`config.mk`:
```
export PLATFORM = sky130hd
export DESIGN_NAME = smx_ram
export DESIGN_NICKNAME = d
export VERILOG_FILES = /design/src/rtl/core/assert_macros.svh /design/src/rtl/core/smx_ram.sv
export SDC_FILE = /design/constraint.sdc
export NUM_CORES = 2
export LEC_CHECK = 0
export BUFFER_PORTS_ARGS = -buffer_cell sky130_fd_sc_hd__buf_2
export CORE_ASPECT_RATIO = 0.6
export CORE_MARGIN = 1
export CORE_UTILIZATION = 30
export DETAILED_ROUTE_END_ITERATION = 8
export GPL_TIMING_DRIVEN = 0
export HOLD_SLACK_MARGIN = 0.1
export PLACE_DENSITY = 0.47
export REMOVE_ABC_BUFFERS = 1
export SYNTH_ARGS = -nofsm -noshare
export SYNTH_HDL_FRONTEND = slang
export SYNTH_SLANG_ARGS = --single-unit
```
`constraint.sdc`:
```
create_clock -name clk -period 5.1 [get_ports clk]
set_input_delay 1.02 -clock clk [delete_from_list [all_inputs] [get_ports clk]]
set_output_delay 1.02 -clock clk [all_outputs]
set_load 0.005 [all_outputs]
```
`src/rtl/core/assert_macros.svh`:
```
// Assertion helpers for the RTL.
`ifndef ASSERT_MACROS_SVH
`define ASSERT_MACROS_SVH

// Checks a property on every rising edge of clk outside reset.
`define SMX_ASSERT(label, prop, msg) \
  label: assert property (@(posedge clk) disable iff (rst) prop) else $error(msg);

// Checks that a condition never holds outside reset.
`define SMX_NEVER(label, cond, msg) \
  label: assert property (@(posedge clk) disable iff (rst) !(cond)) else $error(msg);

`endif

```
`src/rtl/core/smx_ram.sv`:
```
`default_nettype none
module smx_ram #(
  parameter int WIDTH = 32,
  parameter int DEPTH = 64
) (
  input  wire logic                     clk,
  input  wire logic                     we,
  input  wire logic [$clog2(DEPTH)-1:0] waddr,
  input  wire logic [WIDTH-1:0]         wdata,
  input  wire logic [$clog2(DEPTH)-1:0] raddr_a,
  output logic      [WIDTH-1:0]         rdata_a,
  input  wire logic [$clog2(DEPTH)-1:0] raddr_b,
  output logic      [WIDTH-1:0]         rdata_b
);

  logic [WIDTH-1:0] mem [DEPTH];

  always_ff @(posedge clk) begin
    if (we) begin
      mem[waddr] <= wdata;
    end
    rdata_a <= mem[raddr_a];
    rdata_b <= mem[raddr_b];
  end

endmodule
`default_nettype wire

```
* Word-level counts from Yosys, hierarchy flattened
Memories as Yosys holds them, arrays and structs flattened. A register that Yosys moved wholly into a read port is not among the register bits. Cells that the tools add are included.
Word-level totals: flip-flop bits (word level) 0, latch bits 0, bits in writable memories 2048, memory bits (read-only) 0, input bits 52, output and inout port bits 64, memories 1
Operators by class: add/subtract/negate cells 0, multiply operators 0, div/mod/pow operators 0, order comparisons 0, equality and inequality tests 0, shift-type cells 0, multiplexer cells 2, bitwise gates (word level) 0, reductions and logical operators 0
Memory list:
- mem | words 64, width 32, read ports 2, clocked after Yosys merged registers in 2, write ports 1, line smx_ram.sv:16 | logic [WIDTH-1:0] mem [DEPTH];
Operator list (number):
- 1-bit 2-to-1 mux | 2

* Longest topological paths before layout
word-level depth 2, depth in mapped cells 10, mapped depth without buffers 5

* Least setup slack after synthesis
No wires, ideal clock.
kind input to register, start point input waddr[3], end point memory mem[48][0] (enable), arrival time 3.750 ns, data required time 4.639 ns, slack 0.889 ns, cell stages on the path 4, buffers on the path 1, path through clkbuf_1 > nor2b_1 > nand4b_1 > nor3_1
RTL lines:
- start: declaration | line smx_ram.sv:8 | input wire logic [$clog2(DEPTH)-1:0] waddr,
- end: declaration | line smx_ram.sv:16
Straight into the memory's write port.

==> metrics.md <==
| Metric | Value |
|---|---|
| Power per cell area | `339 mW/mm^2` |
| Maximum clock rate | `between 0.2 and 0.25 GHz` |
| Syn Inst Count | `~4400` |
| Post-cts gate resize count | `0` |
| Status | `complete, no violations` |
| Initial Util | `a little over 30%` |
| Max Root-Sink Buffers | `4` |
| Sw Ratio | `23.2%` |
| Initial antenna violation count | `31` |
| Synthesis-stage register bit count | `about 2100` |
| Synth area leader | `edfxtp_1` |
| Via count | `roughly 50000` |
| Min-delay worst type | `in2reg` |
| Most used cell, CP | `buf_16` |
| Synth async-reset ratio | `0%` |
| Sequential area share after synthesis | `between 60% and 70%` |
| Simple-Gate Fraction of Synth Area | `under 10%` |
| DIE AREA | `0.321 sq mm` |
| Vias per inst | `roughly 5.7` |
| Main combinational cell family by area after synthesis | `multiplexers` |
| Synth Area in Compound Gates | `about 2.4%` |
| Clock power frac | `approximately two fifths` |
| Critical path class | `in2reg` |
| Detail Route Antenna Nets | `0` |
| Ports | `approximately 120` |
| RSZ-0062 raised after global routing | `no` |
| Most frequent cell after synthesis | `edfxtp_1` |
| Overall die height | `~440 um` |
| Layout cells sized above 1 | `about two fifths` |
| Int Pwr | `28.9 mW` |
| Worst-path clk slew | `around 0.070 ns` |
| Period utilization | `about 94%` |
| Worst VDD drop | `between 0.2 and 0.3 mV` |
| Most instantiated cells after synthesis | `2048 x edfxtp_1, 1124 x mux4_2, 204 x mux2i_1` |
| Per-cell routed wire length | `around 36 um` |
| Syn-to-layout area delta | `15.9%` |
| Arr. time, crit path | `roughly 5.5 ns` |
| Sequential share of power | `about half` |
| Comb power frac | `under 10%` |
| Hold Violations, Final | `0` |
| Synth Area in Adders | `0%` |
| H-tree levels | `4` |
| Synthesized area | `0.0957 sq mm` |
| Skew-Pair Late Insertion Delay | `a little under 0.9 ns` |
| Rows | `160` |
| Multiplexer share of the synthesized area | `29.0%` |
| Normalized max-slew margin | `9.04%` |
| Worst slack at placement | `-1.04 ns` |
| CTS tree | `built` |
| Hold Path Depth | `2` |
| Final Setup Violations | `0` |
| Setup ws final | `approximately 0.31 ns` |
| CP max stage cell | `mux4_2` |
| Largest net degree at the start of global routing | `slightly above 80` |
| Lkg Pwr | `between 30 and 40 nW` |
| Top cells by area, synth | `edfxtp_1 64%, mux4_2 26%, mux2i_1 2.1%` |
| Synth top area share | `around 64%` |
| R2R cell count | `4` |
| First-pass GRT wire length | `around 450000 um` |
| Total track usage | `approximately a fifth` |
| Setup Buffers After CTS | `0` |
| Detailed Place HPWL | `just over 200000 um` |
| Yosys warns | `0` |
| Placer Congestion | `about 0.75` |
| Final Max Tran Viols | `0` |
| Crit path cell chain | `buf_8 > buf_16 > buf_16 > buf_16 > buf_16 > buf_16 > mux4_2 > mux4_2 > o22ai_1 > nor2_1` |
| Total grt overflow | `0` |
| Number of global-route vias before repair | `approximately 52000` |
| PortBufs | `roughly 120` |
| CP endpoint kind | `flop` |
| Synth Flop Type | `edfxtp_1` |
| Drt first pass iters | `5` |
| Critical path's largest stage delay | `roughly 0.61 ns` |
| Nets | `4626` |
| First DRT Iteration DRCs | `approximately 6300` |
| Crit Path Max Fanout | `57` |
| Final setup TNS | `0 ns` |
| Fin crit period | `between 4 and 5 ns` |
| Overall power | `around 38 mW` |
| CTS Buf Count | `about 200` |
| Total Wirelength | `around 320000 um` |
| Critical Path RT | `5.79 ns` |
| Xor and xnor area share after synthesis | `0%` |
| Syn Area/Cell | `between 20 and 25 sq um` |
| Sink Count | `about 2100` |
| Max-cap violations | `0` |
| Chip width | `about 730 um` |
| Post-synth EDFFs | `2048` |
| Synth unique cells | `38` |
| Residual DRC | `0` |
| Fin Clk Skew | `around 0.041 ns` |
| Worst-Margin Slew | `between 1 and 1.5 ns` |
| Root buffer cell | `clkbuf_16` |
| Setup crit start kind | `primary input` |
| Net switching power | `about 8.7 mW` |
| Total core area | `0.317 sq mm` |
cell type report:
type                       count  area [sq um]
fill                       29000        206000
sequential                  2112         62800
multi-input combinational   1952         31700
clock buffer                 276          5640
tap                         4212          5270
timing repair buffer         304          4820
clock inverter                90           701
antenna                        6          15.0
inverter                       1          3.75
cells in the final DEF, fill, tap and decap left out, types with 12 or more instances in the layout:
cell	n
edfxtp_1	2048
nor2_4	63
buf_8	12
dfxtp_1	64
clkbuf_8	12
o211ai_1	27
buf_16	64
clkinv_1	44
a21oi_1	58
o22ai_1	56
buf_6	12
mux2i_1	204
o21ai_1	31
a211oi_1	15
clkbuf_1	53
o221ai_1	16
buf_2	104
o21ai_0	18
a22oi_1	85
nor2b_1	12
bufinv_16	12
mux2_2	36
clkbuf_16	213
buf_12	106
mux4_2	1124
nand2_1	91
nor2_1	30
a221oi_1	13
clkinv_2	32
timing repair:
| item | 4_1_cts | 5_1_grt |
|---|---|---|
| hold buffers | 0 | 0 |
| setup endpoints to repair | 2 | 2 |
| hold endpoints to repair | 0 | 0 |
| gates cloned | 1 | 2 |
per-layer routing:
| layer | vias to the layer above | GRT usage (%) | part of all wire [%] |
|---|---|---|---|
| li1 | 19900 | - | - |
| met1 | 28400 | 30.4 | 46 |
| met2 | 2411 | 29.3 | 44 |
| met3 | 373 | 4.59 | 8.6 |
| met4 | 6 | 3.83 | 2.1 |
| met5 | - | 0 | 0.013 |
critical path: cells and delay by family:
kind,cells,cell delay (ns)
and+or+nand+nor,1,0.22
AOI/OAI and AO/OA,1,0.36
muxes,2,1.15
buffers and inverters,6,2.25
metrics by stage:
step / area, sq um / hold slack (ns) / cells / utilization, %
2_1_floorplan: 93900 / 0.780 / 4065 / -
6_report: 111000 / 0.700 / 8953 / 35.0
5_1_grt: 111000 / 0.669 / 8948 / 35.0
3_3_place_gp: 99800 / 0.911 / 8392 / 31.5
3_5_place_dp: 104000 / 0.907 / 8577 / 33.0
4_1_cts: 111000 / 0.627 / 8944 / 35.0
final timing paths:
path,slack [ns],startpoint,to
setup / recovery,0.31,raddr_a[0],rdata_a[8]
hold / removal,0.70,waddr[1],mem[48][24]
setup reg to reg,2.69,mem[20][17],rdata_b[17]
hold reg to reg,0.91,mem[38][27],rdata_a[27]
state kept, by name, summed over array words and instances (netlist names):
signal / count
mem: 2048
rdata_a: 32
rdata_b: 32
power groups by stage:
| stage | Clock, mW | Combinational, mW | Sequential [mW] |
|---|---|---|---|
| 6_report | 15.1 | 3.19 | 19.3 |
| 3_3_place_gp | 0 | 4.23 | 19.7 |
| 2_1_floorplan | 0 | 1.39 | 19.6 |
| 3_5_place_dp | 0 | 3.22 | 19.7 |
| 5_1_grt | 16.0 | 3.36 | 19.3 |
| 4_1_cts | 15.3 | 3.23 | 19.3 |
logic make-up (layout without fill, tap and decap cells):
| group | after synthesis | in the layout |
|---|---|---|
| flops | 2112 | 2112 |
| mux | 1364 | 1364 |
| buf+inv | 348 | 671 |
| compound gates | 340 | 340 |
| simple gates | 248 | 248 |
| other cells | 0 | 6 |
Power figures use the tool's default switching activity.
