<file path="config.mk">
export PLATFORM = sky130hd
export DESIGN_NAME = smx_div
export DESIGN_NICKNAME = d
export VERILOG_FILES = /design/src/rtl/core/assert_macros.svh /design/src/rtl/core/smx_pkg.sv /design/src/rtl/core/smx_div.sv
export SDC_FILE = /design/constraint.sdc
export NUM_CORES = 1
export LEC_CHECK = 0
export ABC_AREA = 1
export BUFFER_PORTS_ARGS = -buffer_cell sky130_fd_sc_hd__buf_2
export CAP_MARGIN = 10
export CORE_ASPECT_RATIO = 0.5
export CORE_MARGIN = 1.5
export CORE_UTILIZATION = 35
export DETAILED_ROUTE_END_ITERATION = 12
export PLACE_DENSITY = 0.49
export SYNTH_ARGS = -nofsm -noshare
export SYNTH_HDL_FRONTEND = slang
export SYNTH_SLANG_ARGS = --single-unit
</file>
<file path="constraint.sdc">
create_clock -name clk -period 2.6 [get_ports clk]
set_input_delay 0.39 -clock clk [delete_from_list [all_inputs] [get_ports clk]]
set_output_delay 0.39 -clock clk [all_outputs]
set_load 0.05 [all_outputs]
</file>
<file path="src/rtl/core/assert_macros.svh">
// Assertion helpers for the RTL.
`ifndef ASSERT_MACROS_SVH
`define ASSERT_MACROS_SVH

// Checks a property on every rising edge of clk outside reset.
`define SMX_ASSERT(label, prop, msg) \
  label: assert property (@(posedge clk) disable iff (rst) prop) else $error(msg);

// Checks that a condition never holds outside reset.
`define SMX_NEVER(label, cond, msg) \
  label: assert property (@(posedge clk) disable iff (rst) !(cond)) else $error(msg);

`endif

</file>
<file path="src/rtl/core/smx_pkg.sv">
`default_nettype none
package smx_pkg;

  localparam int DEF_DATA_STACK_DEPTH = 64;
  localparam int DEF_CALL_STACK_DEPTH = 64;
  localparam int DEF_MEM_WORDS = 128;
  localparam int DEF_FRAME_DEPTH = 16;
  localparam int DEF_PROG_DEPTH = 1024;

  localparam int WORD_W = 32;
  localparam int CMD_W = 5;
  localparam int FAULT_W = 3;
  localparam int IN_W = 40;

  localparam logic [CMD_W-1:0] OP_PUSH  = 5'd0;
  localparam logic [CMD_W-1:0] OP_POP   = 5'd1;
  localparam logic [CMD_W-1:0] OP_DUP   = 5'd2;
  localparam logic [CMD_W-1:0] OP_ADD   = 5'd3;
  localparam logic [CMD_W-1:0] OP_SUB   = 5'd4;
  localparam logic [CMD_W-1:0] OP_MUL   = 5'd5;
  localparam logic [CMD_W-1:0] OP_DIV   = 5'd6;
  localparam logic [CMD_W-1:0] OP_JMP   = 5'd7;
  localparam logic [CMD_W-1:0] OP_JIT   = 5'd8;
  localparam logic [CMD_W-1:0] OP_JIF   = 5'd9;
  localparam logic [CMD_W-1:0] OP_CALL  = 5'd10;
  localparam logic [CMD_W-1:0] OP_RET   = 5'd11;
  localparam logic [CMD_W-1:0] OP_EQ    = 5'd14;
  localparam logic [CMD_W-1:0] OP_GT    = 5'd15;
  localparam logic [CMD_W-1:0] OP_GE    = 5'd16;
  localparam logic [CMD_W-1:0] OP_LT    = 5'd17;
  localparam logic [CMD_W-1:0] OP_LE    = 5'd18;
  localparam logic [CMD_W-1:0] OP_NE    = 5'd19;
  localparam logic [CMD_W-1:0] OP_STO   = 5'd20;
  localparam logic [CMD_W-1:0] OP_RCL   = 5'd21;
  localparam logic [CMD_W-1:0] OP_END   = 5'd22;
  localparam logic [CMD_W-1:0] OP_PRN   = 5'd23;
  localparam logic [CMD_W-1:0] OP_STL   = 5'd24;
  localparam logic [CMD_W-1:0] OP_RCE   = 5'd25;
  localparam logic [CMD_W-1:0] OP_ALC   = 5'd26;
  localparam logic [CMD_W-1:0] OP_FRE   = 5'd27;
  localparam logic [CMD_W-1:0] OP_ENTRY = 5'd29;
  localparam logic [CMD_W-1:0] OP_LEAVE = 5'd30;

  localparam logic [FAULT_W-1:0] FLT_NONE  = 3'd0;
  localparam logic [FAULT_W-1:0] FLT_UNDER = 3'd1;
  localparam logic [FAULT_W-1:0] FLT_OVER  = 3'd2;
  localparam logic [FAULT_W-1:0] FLT_CALL  = 3'd3;
  localparam logic [FAULT_W-1:0] FLT_DIV0  = 3'd4;
  localparam logic [FAULT_W-1:0] FLT_ADDR  = 3'd5;

endpackage
`default_nettype wire

</file>
<file path="src/rtl/core/smx_div.sv">
`default_nettype none
module smx_div (
  input  wire logic                        clk,
  input  wire logic                        rst,
  input  wire logic                        start,
  input  wire logic [smx_pkg::WORD_W-1:0]  dividend,
  input  wire logic [smx_pkg::WORD_W-1:0]  divisor,
  output logic                             done,
  output logic      [smx_pkg::WORD_W-1:0]  quotient
);
  import smx_pkg::*;

  localparam int CNT_W = $clog2(WORD_W);

  logic              busy;
  logic [CNT_W-1:0]  cnt;
  logic [WORD_W-1:0] rem;
  logic [WORD_W-1:0] quo;
  logic [WORD_W-1:0] dvs;
  logic              neg;
  logic [WORD_W:0]   rem_sh;
  logic [WORD_W:0]   diff;

  assign rem_sh = {rem, quo[WORD_W-1]};
  assign diff = rem_sh - {1'b0, dvs};
  assign quotient = neg ? (~quo + 1'b1) : quo;

  always_ff @(posedge clk) begin
    if (rst) begin
      busy <= 1'b0;
      done <= 1'b0;
      cnt <= '0;
    end else begin
      done <= 1'b0;
      if (start) begin
        busy <= 1'b1;
        cnt <= '0;
      end else if (busy) begin
        cnt <= cnt + 1'b1;
        if (cnt == CNT_W'(WORD_W - 1)) begin
          busy <= 1'b0;
          done <= 1'b1;
        end
      end
    end
  end

  always_ff @(posedge clk) begin
    if (start) begin
      rem <= '0;
      quo <= dividend[WORD_W-1] ? (~dividend + 1'b1) : dividend;
      dvs <= divisor[WORD_W-1] ? (~divisor + 1'b1) : divisor;
      neg <= dividend[WORD_W-1] ^ divisor[WORD_W-1];
    end else if (busy) begin
      if (!diff[WORD_W]) begin
        rem <= diff[WORD_W-1:0];
        quo <= {quo[WORD_W-2:0], 1'b1};
      end else begin
        rem <= rem_sh[WORD_W-1:0];
        quo <= {quo[WORD_W-2:0], 1'b0};
      end
    end
  end

endmodule
`default_nettype wire

</file>
### Word level (Yosys, flattened, before mapping)

Index checks and enable logic that the tools add are counted.
Widths: inputs -> output; s select.

| operators by class | value |
|---|---|
| $add $sub $neg | 5 |
| bitwise operators | 5 |
| eq/ne operators | 1 |
| mux-type cells | 11 |
| reductions and logical operators | 3 |

Operators by type and width:

| operator | count |
|---|---|
| $mux 32 | 5 |
| $add 32x1->32 const B | 3 |
| $not 32->32 | 3 |
| $sub 33x32->33 | 1 |
| $mux 31 | 1 |
| $add 5x1->5 const B | 1 |
| $eq 5x5->1 const B | 1 |
| $mux 1 | 5 |
| $reduce_or 3->1 | 1 |
| $reduce_bool 2->1 | 1 |
| $reduce_or 2->1 | 1 |
| $not 1->1 | 1 |
| $xor 1x1->1 | 1 |

| storage, ports and cells | value |
|---|---|
| word-level logic and storage cells | 33 |
| bits of input ports | 67 |
| register bits | 104 |
| output and inout bits | 33 |

### Longest topological paths before layout

Gate-level depths: netlist of run 1.

| logic depth | value |
|---|---|
| depth after elaboration | 4 |
| depth in mapped cells | 18 |
| depth with buffers taken out | 17 |

### Worst setup path after synthesis of run 1

OpenSTA, ideal clock, no wires.

| timing | value |
|---|---|
| path kind | reg-to-output |
| start | register quo[0] |
| end | output port quotient[24] (netlist bit) |
| data required time | 2210 ps |
| path slack | 3 ps |
| data arrival time | 2207 ps |
| cell stages (with the launch flop) | 10 |
| cells stage by stage | edfxtp_1 inv_1 ha_1 nand4_1 nor3_1 nand2_1 nor2_1 nand3_1 nand2_1 xor2_1 |

| on the way | value |
|---|---|
| longest elaborated chain between the ends | 3 |

Ends and longest elaborated chain:

| what | RTL line | source |
|---|---|---|
| from (decl) | smx_div.sv:18 | `logic [WORD_W-1:0] quo;` |
| from (signal assigned) | smx_div.sv:51 | `quo <= dividend[WORD_W-1] ? (~dividend + 1'b1) : dividend;` |
| from (signal assigned) | smx_div.sv:57 | `quo <= {quo[WORD_W-2:0], 1'b1};` |
| from (signal assigned) | smx_div.sv:60 | `quo <= {quo[WORD_W-2:0], 1'b0};` |
| $not 32->32 | smx_div.sv:26 | `assign quotient = neg ? (~quo + 1'b1) : quo;` |
| $add 32x1->32 | smx_div.sv:26 |  |
| $mux 32 | smx_div.sv:26 |  |
| to (decl) | smx_div.sv:9 | `output logic [smx_pkg::WORD_W-1:0] quotient` |

Every way passes these cells.

### Worst setup path in the final report of run 1

| timing | value |
|---|---|
| start | register quo[3] |
| end | output port quotient[12] (netlist bit) |

The elaborated chain is that of the path after synthesis.

==> results of run 1 <==
## critical path: cells and delay by family (launching register included)
family / cells / cell delay, ps
AO/OA/AOI/OAI: 1 / 230
XOR/XNOR: 1 / 250
buffers and inverters: 2 / 360
flip-flops: 1 / 400
AND/OR/NAND/NOR: 4 / 660
## cell type report
class,instances,area [µm²],share of cell area
diodes,4,10.0,0.000911
clock buffers,10,229,0.0208
clock inverters,6,61.3,0.00558
inverters,292,1100,0.0997
multi-input cells,1064,5530,0.503
flip-flops and latches,104,2730,0.249
well taps,344,430,0.0392
repair buffers,130,900,0.0819
## timing repair
action,in CTS,in global routing
gates cloned,0,4
gates resized for setup,52,27
setup buffers,7,2
endpoints found under the setup margin,21,56
pin swaps,14,20
## worst paths after layout
kind / endpoint / cells past startpoint / slack, ps
min reg2reg: cnt[4] / 2 / 470
max: quotient[12] / 8 / -80
min: busy / 2 / 190
max reg2reg: rem[27] / 15 / 140
## sequential cells by signal, indices dropped and copies added (netlist names)
name,cells
neg,1
dvs,32
rem,32
quo,32
busy,1
done,1
cnt,5
## power by group through the flow
stage | sequential, W | clock [W] | combinational (W)
4_1_cts | 0.00199 | 0.00147 | 0.00159
3_3_place_gp | 0.00202 | 0 | 0.00150
2_1_floorplan | 0.00199 | 0 | 0.00106
5_1_grt | 0.00200 | 0.00151 | 0.00176
6_report | 0.00199 | 0.00142 | 0.00162
3_5_place_dp | 0.00202 | 0 | 0.00150
## metrics by stage
step	worst slack, ps	util	cell area, µm²	total power (W)
after floorplan	2.63	-	9330	0.00305
after global placement	97.0	0.400	10300	0.00352
after detailed placement	23.7	0.400	10300	0.00352
after CTS	-167	0.420	10800	0.00505
after global routing	-245	0.428	11000	0.00528
final	-78.6	0.428	11000	0.00503
## cells in the final DEF (no fill, tap or decap), types with 3 or more instances in the layout
master     instances
a31oi_1            5
nand3_2            5
xnor2_1           27
nor3_1            25
o21ai_1            8
nor4_1             4
diode_2            4
and2_1             5
nand2_1          500
clkbuf_16         11
ha_1              35
inv_2              7
o21ai_0           52
buf_12             3
inv_1            284
buf_2             76
nand3b_1           3
a21oi_1           26
nor2_4             3
nand2_4            5
nor2_1           122
or2_2              9
and3_1             3
nand2_2           17
nor2_2            11
buf_4             38
xor2_2             3
nand4_1           20
nand3_1           92
edfxtp_1          65
xor2_1            55
buf_6             11
dfxtp_1           39
## metal layers
metal  GRT usage  vias to the layer above  wire length (µm)
li1            -                     4817                 -
met1       0.282                     4102             14200
met2       0.327                      196             12700
met3      0.0331                       36              1240
met4      0.0685                        0               591
met5           0                        -                 0
## cells by family (layout without fill, tap and decap cells)
logic type               after synthesis  in the layout  synth area share
buffers and inverters                321            438             0.135
AO/OA/AOI/OAI                        106            106            0.0615
XOR/XNOR                              86             86            0.0808
other                                  0              4                 0
AND/OR/NAND/NOR                      832            834             0.378
flip-flops                           104            104             0.293
adder cells (fa/ha/maj)               38             38            0.0518
==> flow_metrics.tcl, run 1 <==
set metrics [dict create \
    ir_drop_v 0.000332 \
    place_inst 1921 \
    fin_crit_ps 2680 \
    p_clk_frac 0.282 \
    syn_area_per_cell_um2 6.27 \
    synthTopCellsByArea "edfxtp_1 21%, nand2_1 20%, inv_1 12%" \
    worst_pin_slew_ps 497 \
    cpMaxStageDelayCell "edfxtp_1" \
    track_usage 0.206 \
    io_pins 100 \
    p_comb_frac 0.322 \
    clockBufferDepth 2 \
    p_leak_nw 5.74 \
    setup_ws_ps -78.6 \
    die_area_um2 27700 \
    synth_most_common_cell "nand2_1" \
    critPathRequiredTime_ps 2210 \
    syn_nets 1592 \
    ys_warn_count 0 \
    cts_buffers 9 \
    path_class "flop to output pin" \
    globalplace.congestion 0.904 \
    crit_chain "nor2_2 > buf_4 > nand4_1 > nor3_2 > nand2_2 > o31ai_2 > xor2_1 > buf_4" \
    cts_tree "yes" \
    area_growth_pct 17.9 \
    hold_violations 0 \
    cts-root-buf "clkbuf_16" \
    coreArea_um2 25700 \
    regToRegStartpoint "dvs[19]" \
    ys_seq_elements 104 \
    setup_tns_ps -613 \
    firstDrtPassIters 5 \
    antenna_found_initial 4 \
    clk_pin_slew_worst_paths_ps 80 \
    hp-class "primary input to flop" \
    endpoint_kind "output pin" \
    grt_pass1_vias 8717 \
    critical_path_arrival_ps 2290 \
    drc 0 \
    start_util 0.363 \
    internal_power_w 0.00308 \
    grt_max_degree 34 \
    ys_seq_area_frac 0.293 \
    max_stage_delay_ps 400 \
    cts_sinks 104 \
    drive_gt1_frac 0.139 \
    die_w_um 234 \
    holdWs_ps 187 \
    htreeDepth 3 \
    yosys_most_used_dff "edfxtp_1" \
    cts_hold_buf 0 \
    grt_remaining_overflow 0 \
    maxCapViolCount 0 \
    ys_types 47 \
    grt_pass1_wl_um 44900 \
    cp_max_fo 5 \
    io_buffers 99 \
    wl_um 28800 \
    cp-start-kind "flop" \
    hp-start "rst" \
    startpoint "quo[3]" \
    p_per_area_nw_per_um2 458 \
    vias_per_cell 4.68 \
    fin_crit_sh 1.03 \
    fin_cells 1954 \
    async_flop_share 0 \
    finalNetCount 1706 \
    p_seq_frac 0.396 \
    drv_slew 0 \
    post_drt_wl_per_cell_um 14.7 \
    fmax_mhz 373 \
    synth_top_area_share 0.209 \
    ys_top_cells_by_count "504 x nand2_1, 287 x inv_1, 131 x nor2_1" \
    synth_top_area_cell "edfxtp_1" \
    synth_cells 1487 \
    fill_cells 2734 \
    syn_area_um2 9330 \
    rsz0062_at_grt "yes" \
    fin_skew_ps 12.1 \
    dp_hpwl_um 22000 \
    status "complete, but fails checks" \
    p_sw_frac 0.388 \
    drt_iter0_markers 764 \
    worst_skew_pair.late_latency_ps 380 \
    vias 9151 \
    violations "negative setup slack" \
    postRouteAntennaNets 0 \
    power_switching_w 0.00195 \
    fp.dieH_um 118 \
    slew-limit-headroom 0.668 \
    synth_enable_flop_cells 65 \
    setup_viol 14 \
    crit_top_cell "buf_4" \
    placementRows 41 \
]
Power figures use the tool's default switching activity.
==> run 2: changes to the inputs <==
--- a/config.mk
+++ b/config.mk
@@ -5,14 +5,13 @@
 export SDC_FILE = /design/constraint.sdc
 export NUM_CORES = 1
 export LEC_CHECK = 0
-export ABC_AREA = 1
 export BUFFER_PORTS_ARGS = -buffer_cell sky130_fd_sc_hd__buf_2
 export CAP_MARGIN = 10
 export CORE_ASPECT_RATIO = 0.5
 export CORE_MARGIN = 1.5
 export CORE_UTILIZATION = 35
 export DETAILED_ROUTE_END_ITERATION = 12
-export PLACE_DENSITY = 0.49
+export PLACE_DENSITY = 0.5
 export SYNTH_ARGS = -nofsm -noshare
 export SYNTH_HDL_FRONTEND = slang
 export SYNTH_SLANG_ARGS = --single-unit
==> flow_metrics.tcl, run 2 <==
set metrics [dict create \
    status "complete, but fails checks" \
    violations "negative setup slack" \
    grt_remaining_overflow 0 \
    fin_crit_ps 3290 \
    worst_skew_pair.late_latency_ps 370 \
    reg.largest.list "dvs x32, quo x32, rem x32" \
    cts-root-buf "clkbuf_16" \
    htreeDepth 3 \
    vias 7697 \
    synth_cells 906 \
    ir_drop_v 0.000340 \
    cp_max_fo 3 \
    worst_pin_slew_ps 881 \
    cp-start-kind "flop" \
    n_antenna_cell 0 \
    regArea_um2 2730 \
    clockBufferDepth 2 \
    setup_viol 54 \
    hp-class "primary input to flop" \
    grt_pass1_wl_um 37400 \
    grt_pass1_vias 7442 \
    endpoint_kind "output pin" \
    ys_top_cells_by_count "106 x nand2_1, 83 x nor2_1, 72 x a21oi_1" \
    track_usage 0.208 \
    hold_violations 0 \
    drc 0 \
    dp_slack_ps -657 \
    drt_iter0_markers 333 \
    p_leak_nw 5.09 \
    critical_path_arrival_ps 2900 \
    start_util 0.357 \
    fin_crit_sh 1.27 \
    syn_area_um2 7710 \
    place_inst 1464 \
    synth_top_area_cell "edfxtp_1" \
    synthTopCellsByArea "edfxtp_1 25%, dfxtp_1 10%, xnor2_1 7.7%" \
    synth_most_common_cell "nand2_1" \
    synth_top_area_share 0.253 \
    area_growth_pct 57.4 \
    final_common_cell "buf_4" \
    cts_buffers 9 \
    fmax_mhz 304 \
    setup_tns_ps -15850 \
    post_drt_wl_per_cell_um 15.5 \
    die_w_um 213 \
    holdWs_ps 289 \
    synth_enable_flop_cells 65 \
    firstDrtPassIters 4 \
    clk_pin_slew_worst_paths_ps 70 \
    multi_input_area_um2 5920 \
    mostFrequentLayoutCells "214 x buf_4, 78 x nor2_1, 75 x nand2_1, 68 x buf_2, 65 x edfxtp_1" \
    globalplace.congestion 0.855 \
    drv_slew 0 \
    cts_sinks 104 \
    io_buffers 99 \
    io_pins 100 \
    path_class "flop to output pin" \
    cts_hold_buf 0 \
    critPathRequiredTime_ps 2210 \
    setup_ws_ps -694 \
    async_flop_share 0 \
    fin_cells 1517 \
    placementRows 38 \
    syn_nets 1011 \
    fp.dieH_um 108 \
    die_area_um2 23000 \
    rsz0062_at_grt "yes" \
    maxCapViolCount 0 \
    wl_um 23500 \
    p_per_area_nw_per_um2 544 \
    grt_max_degree 69 \
    antenna_found_initial 0 \
    power.total_w 0.00660 \
    coreArea_um2 21600 \
    finalNetCount 1317 \
    postRouteAntennaNets 0 \
    ys_seq_elements 104 \
    ys_warn_count 0 \
    cts_tree "yes" \
    ys_seq_area_frac 0.354 \
    syn_area_per_cell_um2 8.51 \
    slew-limit-headroom 0.413 \
    fin_skew_ps 7.70 \
    dp_hpwl_um 17100 \
    fill_cells 2012 \
    vias_per_cell 5.07 \
    ys_types 60 \
    drive_gt1_frac 0.437 \
    yosys_most_used_dff "edfxtp_1" \
]
## run 2: timing repair
action / 4_1_cts / 5_1_grt
pin swaps: 64 / 54
gates cloned: 5 / 0
setup buffers: 22 / 17
setup endpoints to repair: 60 / 63
resized for setup: 142 / 109
## run 2: layout make-up
cell class,instances,area share
Timing Repair Buffer,333,0.213
Clock buffer,11,0.0200
Sequential cell,104,0.225
Tap cell,300,0.0309
Multi-Input combinational cell,712,0.488
Inverter,52,0.0161
Clock inverter,5,0.00659
## run 2: per-layer routing
metal / global-route usage / vias up / routed length [µm]
li1: - / 3882 / -
met4: 0.0522 / 0 / 257
met1: 0.284 / 3654 / 11200
met2: 0.343 / 142 / 11000
met5: 0 / - / 0
met3: 0.0354 / 19 / 1080
## run 2: critical path: stages, from the launching register on
cell,delay [ps]
edfxtp_1,430
nor4_4,380
buf_4,190
nand3_4,60
or4_4,440
or3_4,400
o31ai_4,300
xnor2_4,170
buf_6,180
## run 2: worst paths after layout
kind	startpoint	end	slack, ps	cells past startpoint
setup reg to reg	dvs[13]	rem[13]	-330	13
setup / recovery	quo[3]	quotient[31]	-690	8
hold reg to reg	rem[20]	rem[21]	530	2
hold / removal	rst	busy	290	2
## run 2: cells by family after synthesis
| kind of cell | count (synthesis) | share of synthesized area |
|---|---|---|
| fa+ha+maj | 38 | 0.0626 |
| buf+inv | 90 | 0.0448 |
| flops | 104 | 0.354 |
| simple gates | 303 | 0.186 |
| mux | 8 | 0.0104 |
| xor+xnor | 118 | 0.134 |
| compound gates | 245 | 0.207 |
## run 2: metrics by stage
stage,util,area [µm²]
detailed placement,0.481,10400
CTS,0.535,11600
global route,0.561,12100
floorplan,-,8160
finish,0.561,12100
global placement,0.481,10400
## run 2: report_power, final
group | leakage (nW) | switching [W] | internal [W] | total (W)
sequential | 0.958 | 0.000109 | 0.00194 | 0.00205
clock | 0.152 | 0.000635 | 0.000869 | 0.00150
combinational | 3.98 | 0.00169 | 0.00135 | 0.00305
total | 5.09 | 0.00243 | 0.00417 | 0.00660
